## src/crth_pkg.sv

```systemverilog
// Shared types and constants for the closest ray/triangle hit block.
`timescale 1ns / 1ps

package crth_pkg;

   // Internal coordinate: a 16-bit field, sign- or zero-extended.
   localparam int CW = 17;
   // Widths of the arithmetic datapath.
   localparam int NW    = 18;  // coordinate difference
   localparam int CR_W  = 36;  // cross product component / wide multiplier operand
   localparam int MB_W  = 19;  // narrow multiplier operand
   localparam int PR_W  = 55;  // product
   localparam int DET_W = 58;  // determinant and divider operand
   localparam int T_W   = 32;  // Q16.16 ray parameter
   localparam int PT_W  = 18;  // hit point coordinate

   // Width of the packed channel payloads.
   localparam int REQ_DATA_W = 160;
   localparam int RSP_DATA_W = 112;

   // Mode codes carried on the request tuser.
   localparam logic [1:0] MODE_RAY = 2'd0;
   localparam logic [1:0] MODE_BOX = 2'd1;
   localparam logic [1:0] MODE_TRI = 2'd2;

   typedef logic signed [CW-1:0] coord_type;

   typedef enum logic [1:0] {
      KIND_RAY,
      KIND_BOX,
      KIND_TRI,
      KIND_NONE
   } kind_type;

   // One classified item as it sits in the queue.
   typedef struct packed {
      kind_type              kind;
      coord_type [2:0]       a;
      coord_type [2:0]       b;
      coord_type [2:0]       c;
      logic [15:0]           face;
      logic                  last;
   } item_type;

endpackage

```

## src/crth_front.sv

```systemverilog
// Front end: accepts request transfers, classifies them and queues them.
`timescale 1ns / 1ps

module crth_front #(
   parameter int COORD_BITS = 16
) (
   input  logic                                 clock,
   input  logic                                 reset,
   input  logic                                 req_tvalid,
   output logic                                 req_tready,
   // a_x, a_y, a_z, b_x, b_y, b_z, c_x, c_y, c_z, face_number (lowest first)
   input  logic [crth_pkg::REQ_DATA_W-1:0]      req_tdata,
   // mode
   input  logic [1:0]                           req_tuser,
   input  logic                                 req_tlast,
   output logic                                 q_valid,
   output crth_pkg::item_type                   q_item,
   input  logic                                 q_pop
);
   import crth_pkg::*;

   localparam int SH = (COORD_BITS >= 16) ? 0 : 16 - COORD_BITS;

   // Keep the low COORD_BITS bits of a field and sign-extend them.
   function automatic coord_type to_coord(input logic [15:0] f);
      logic [15:0] sh;
      sh = f << SH;
      if (COORD_BITS > 16) begin
         return {1'b0, f};
      end
      return CW'($signed(sh) >>> SH);
   endfunction

   item_type  new_item;
   item_type  q_ff [2];
   logic      wr_ff;
   logic      rd_ff;
   logic [1:0] cnt_ff;
   logic      push;
   logic      pop;

   // Classify the incoming transfer
   always_comb begin
      new_item = '0;
      unique case (req_tuser)
         MODE_RAY: new_item.kind = KIND_RAY;
         MODE_BOX: new_item.kind = KIND_BOX;
         MODE_TRI: new_item.kind = KIND_TRI;
         default:  new_item.kind = KIND_NONE;
      endcase
      for (int k = 0; k < 3; k++) begin
         new_item.a[k] = to_coord(req_tdata[16*k +: 16]);
         new_item.b[k] = to_coord(req_tdata[48 + 16*k +: 16]);
         new_item.c[k] = to_coord(req_tdata[96 + 16*k +: 16]);
      end
      new_item.face = req_tdata[159:144];
      new_item.last = req_tlast;
   end

   assign req_tready = (cnt_ff != 2'd2);
   assign push       = req_tvalid & req_tready;
   assign q_valid    = (cnt_ff != 2'd0);
   assign pop        = q_pop & q_valid;
   assign q_item     = q_ff[rd_ff];

   // Two-entry queue between front and back
   always_ff @(posedge clock) begin
      if (push) begin
         q_ff[wr_ff] <= new_item;
      end
   end

   always_ff @(posedge clock) begin
      if (reset) begin
         wr_ff  <= 1'b0;
         rd_ff  <= 1'b0;
         cnt_ff <= 2'd0;
      end else begin
         wr_ff  <= wr_ff ^ push;
         rd_ff  <= rd_ff ^ pop;
         cnt_ff <= cnt_ff + 2'(push) - 2'(pop);
      end
   end

endmodule

```

## config.mk

```make
export PLATFORM = sky130hd
export DESIGN_NAME = crth_front
export DESIGN_NICKNAME = d
export VERILOG_FILES = /design/src/crth_pkg.sv /design/src/crth_front.sv
export SDC_FILE = /design/constraint.sdc
export NUM_CORES = 1
export LEC_CHECK = 0
export ABC_AREA = 1
export BUFFER_PORTS_ARGS = -buffer_cell sky130_fd_sc_hd__buf_2
export CORE_MARGIN = 2
export CORE_UTILIZATION = 52
export DETAILED_ROUTE_END_ITERATION = 12
export GPL_TIMING_DRIVEN = 0
export PLACE_DENSITY_LB_ADDON = 0.25
export REMOVE_ABC_BUFFERS = 1
export SETUP_SLACK_MARGIN = 0.3
export SYNTH_ARGS = -nofsm -noshare
export SYNTH_HDL_FRONTEND = slang
export SYNTH_SLANG_ARGS = --single-unit
```

## constraint.sdc

```tcl
create_clock -name clock -period 9.8 [get_ports clock]
set_input_delay 0.49 -clock clock [delete_from_list [all_inputs] [get_ports clock]]
set_output_delay 0.49 -clock clock [all_outputs]
set_load 0.1 [all_outputs]
```

==> reports/results.tsv <==
metric	value	unit
r2r_slack	7.31	ns
grt-ovfl-total	0	
holdPathEnd	q_ff[1][136]	
cts_buffers	34	
dieHeight	158	um
drc	0	
hold_depth	1	
routed_wl	24.8	mm
grt_max_degree	102	
core-area	0.0234	mm^2
outcome	completed	
cp_top_family	buffers and inverters	
min_path_type	in -> reg	
synthCells	896	
fin_skew	0.0100	ns
pre_cts_slack	6.99	ns
slew_viol_final	0	
critical_path_class	reg -> out	
gp_congestion	0.737	
ios	341	
synth_area_per_cell	13.8	um^2
cpPeakStageDelay	0.60	ns
cap_violations	0	
drt_iter0_markers	463	
rsz0062_at_grt	no	
cp_slowest_cell	inv_6	
post-cts-setup-buffers	0	
ant_nets	0	
syn_to_final_growth	24.6	%
dieArea	0.0250	mm^2
cp_num_buf_inv	4	
dr.pass1.iters	6	
cts_tree	built	
drive_gt1_share	32.1	%
clkLatencyLatePin	0.50	ns
fin_ws	6.49	ns
worst_setup_path_end_kind	primary output	
start_kind	register	
reg2reg_depth	7	
start_util	52.7	%
worstMarginPinSlew	0.781	ns
synth-seq-cells	330	
yosysSeqAreaShare	80.0	%
final_common_cell	nand2_1	
root_buffer	clkbuf_16	
avgRoutedWirePerCell	15.6	um
vias	7533	
relSlewSlack	47.9	%
h-tree-depth	2	
rr_endpoint	q_ff[0][128]	
r2r_start	cnt_ff[0]	
cts_resized	0	
path_cells	buf_16 > inv_6 > buf_16 > nand2_1 > nand2_1 > buf_2	
final_cell_mix	nand2_1 (495), buf_2 (340), edfxtp_1 (326), clkbuf_16 (37), inv_1 (9)	
viasPerCell	4.75	
clk_path_buf_depth	3	
antenna_found_initial	8	
crit_arrival	2.82	ns
cp_max_fo	101	
cts_sinks	330	
nNetsFinal	1405	
yosys_warnings	0	
period_share	33.8	%
finalSetupViolCount	0	
netlist_area	0.0123	mm^2
synth_cell_types	17	
grt_pass1_vias	7290	
portBuffers	340	
rows	56	
dp_hpwl	15.8	mm
hold_buffers	0	
period_minus_slack	3.31	ns
finalHoldViolCount	0	
fp.dieW	158	um
grt_pass1_wl	36.4	mm
synth.top_cell.area_share	79.4	%
fmax	0.302	GHz
fin_util	65.7	%
hold_start	req_tdata[16]	
grt_usage	19.0	%
required	9.31	ns
clk_pin_slew	0.06	ns
post-synth-top-area-cell	edfxtp_1	
synth_area_leaders	edfxtp_1 (79%), nand2_1 (15%), buf_6 (2.7%)	
sequential cells by signal, indices dropped and copies added (netlist names):
name / count
wr_ff: 1
q_ff: 326
rd_ff: 1
cnt_ff: 2
routing by layer:
layer | vias up | wire [um] | track usage (%)
met5 | - | 0 | 0
met4 | 0 | 889 | 9.31
met3 | 58 | 2460 | 6.24
met2 | 291 | 12300 | 31.9
met1 | 3486 | 9090 | 22.1
li1 | 3698 | - | -
layout make-up:
cell class / instances / area [um^2]
inverters: 10 / 42.5
clock inverters: 16 / 159
multi-input cells: 509 / 1960
clock buffers: 44 / 952
repair buffers: 351 / 1970
flip-flops and latches: 330 / 9870
fillers: 1748 / 8030
diodes: 8 / 20.0
well taps: 319 / 399
Yosys cell counts:
cell type,number
buf_4,10
inv_2,1
ha_1,2
nor3_1,1
o21ai_0,1
nor2_2,1
nand3_1,1
clkbuf_8,5
clkbuf_1,2
inv_1,9
xnor2_1,1
nand2_1,495
dfxtp_1,4
a21oi_1,1
nor2_1,6
buf_6,30
edfxtp_1,326
metrics by stage:
step | instance area [um^2] | hold slack, ns | setup TNS (ns) | cells
2_1_floorplan | 11800 | 0.534 | 0 | 849
3_3_place_gp | 13900 | 0.542 | -591.22 | 1508
3_5_place_dp | 14200 | 0.609 | 0 | 1519
4_1_cts | 15400 | 0.150 | 0 | 1579
5_1_grt | 15400 | 0.151 | 0 | 1585
6_report | 15400 | 0.176 | 0 | 1587
kinds of logic after synthesis:
kind of cell               count (synthesis)  synth area share, %
xor gates and xnor gates                   1               0.0710
adders and majority gates                  2                0.203
buffers and inverters                     57                 4.27
and+or+nand+nor                          504                 15.4
DFF                                      330                 80.0
AOI/OAI and AO/OA                          2               0.0811
worst register-to-register path: stages (launching register included):
cell	delay (ns)
dfxtp_1	0.35
inv_1	0.05
nand2_1	0.07
nand2_1	0.16
inv_1	0.14
ha_4	0.65
buf_16	0.36
buf_16	0.32
worst max-delay path by stage:
stage	startpoint	end	slack, ns	cells past startpoint
2_1_floorplan	cnt_ff[0]	q_ff[1][0]	0.95	4
3_3_place_gp	req_tvalid	q_ff[1][109]	-2.24	3
3_5_place_dp	rd_ff	q_item[151]	6.99	6
4_1_cts	rd_ff	q_item[151]	6.47	6
5_1_grt	rd_ff	q_item[39]	6.30	6
6_report	rd_ff	q_item[37]	6.49	6
Power is left out: the tool's default activity adds up to more than one toggle a clock period on the data nets, which glitch-free logic cannot reach.
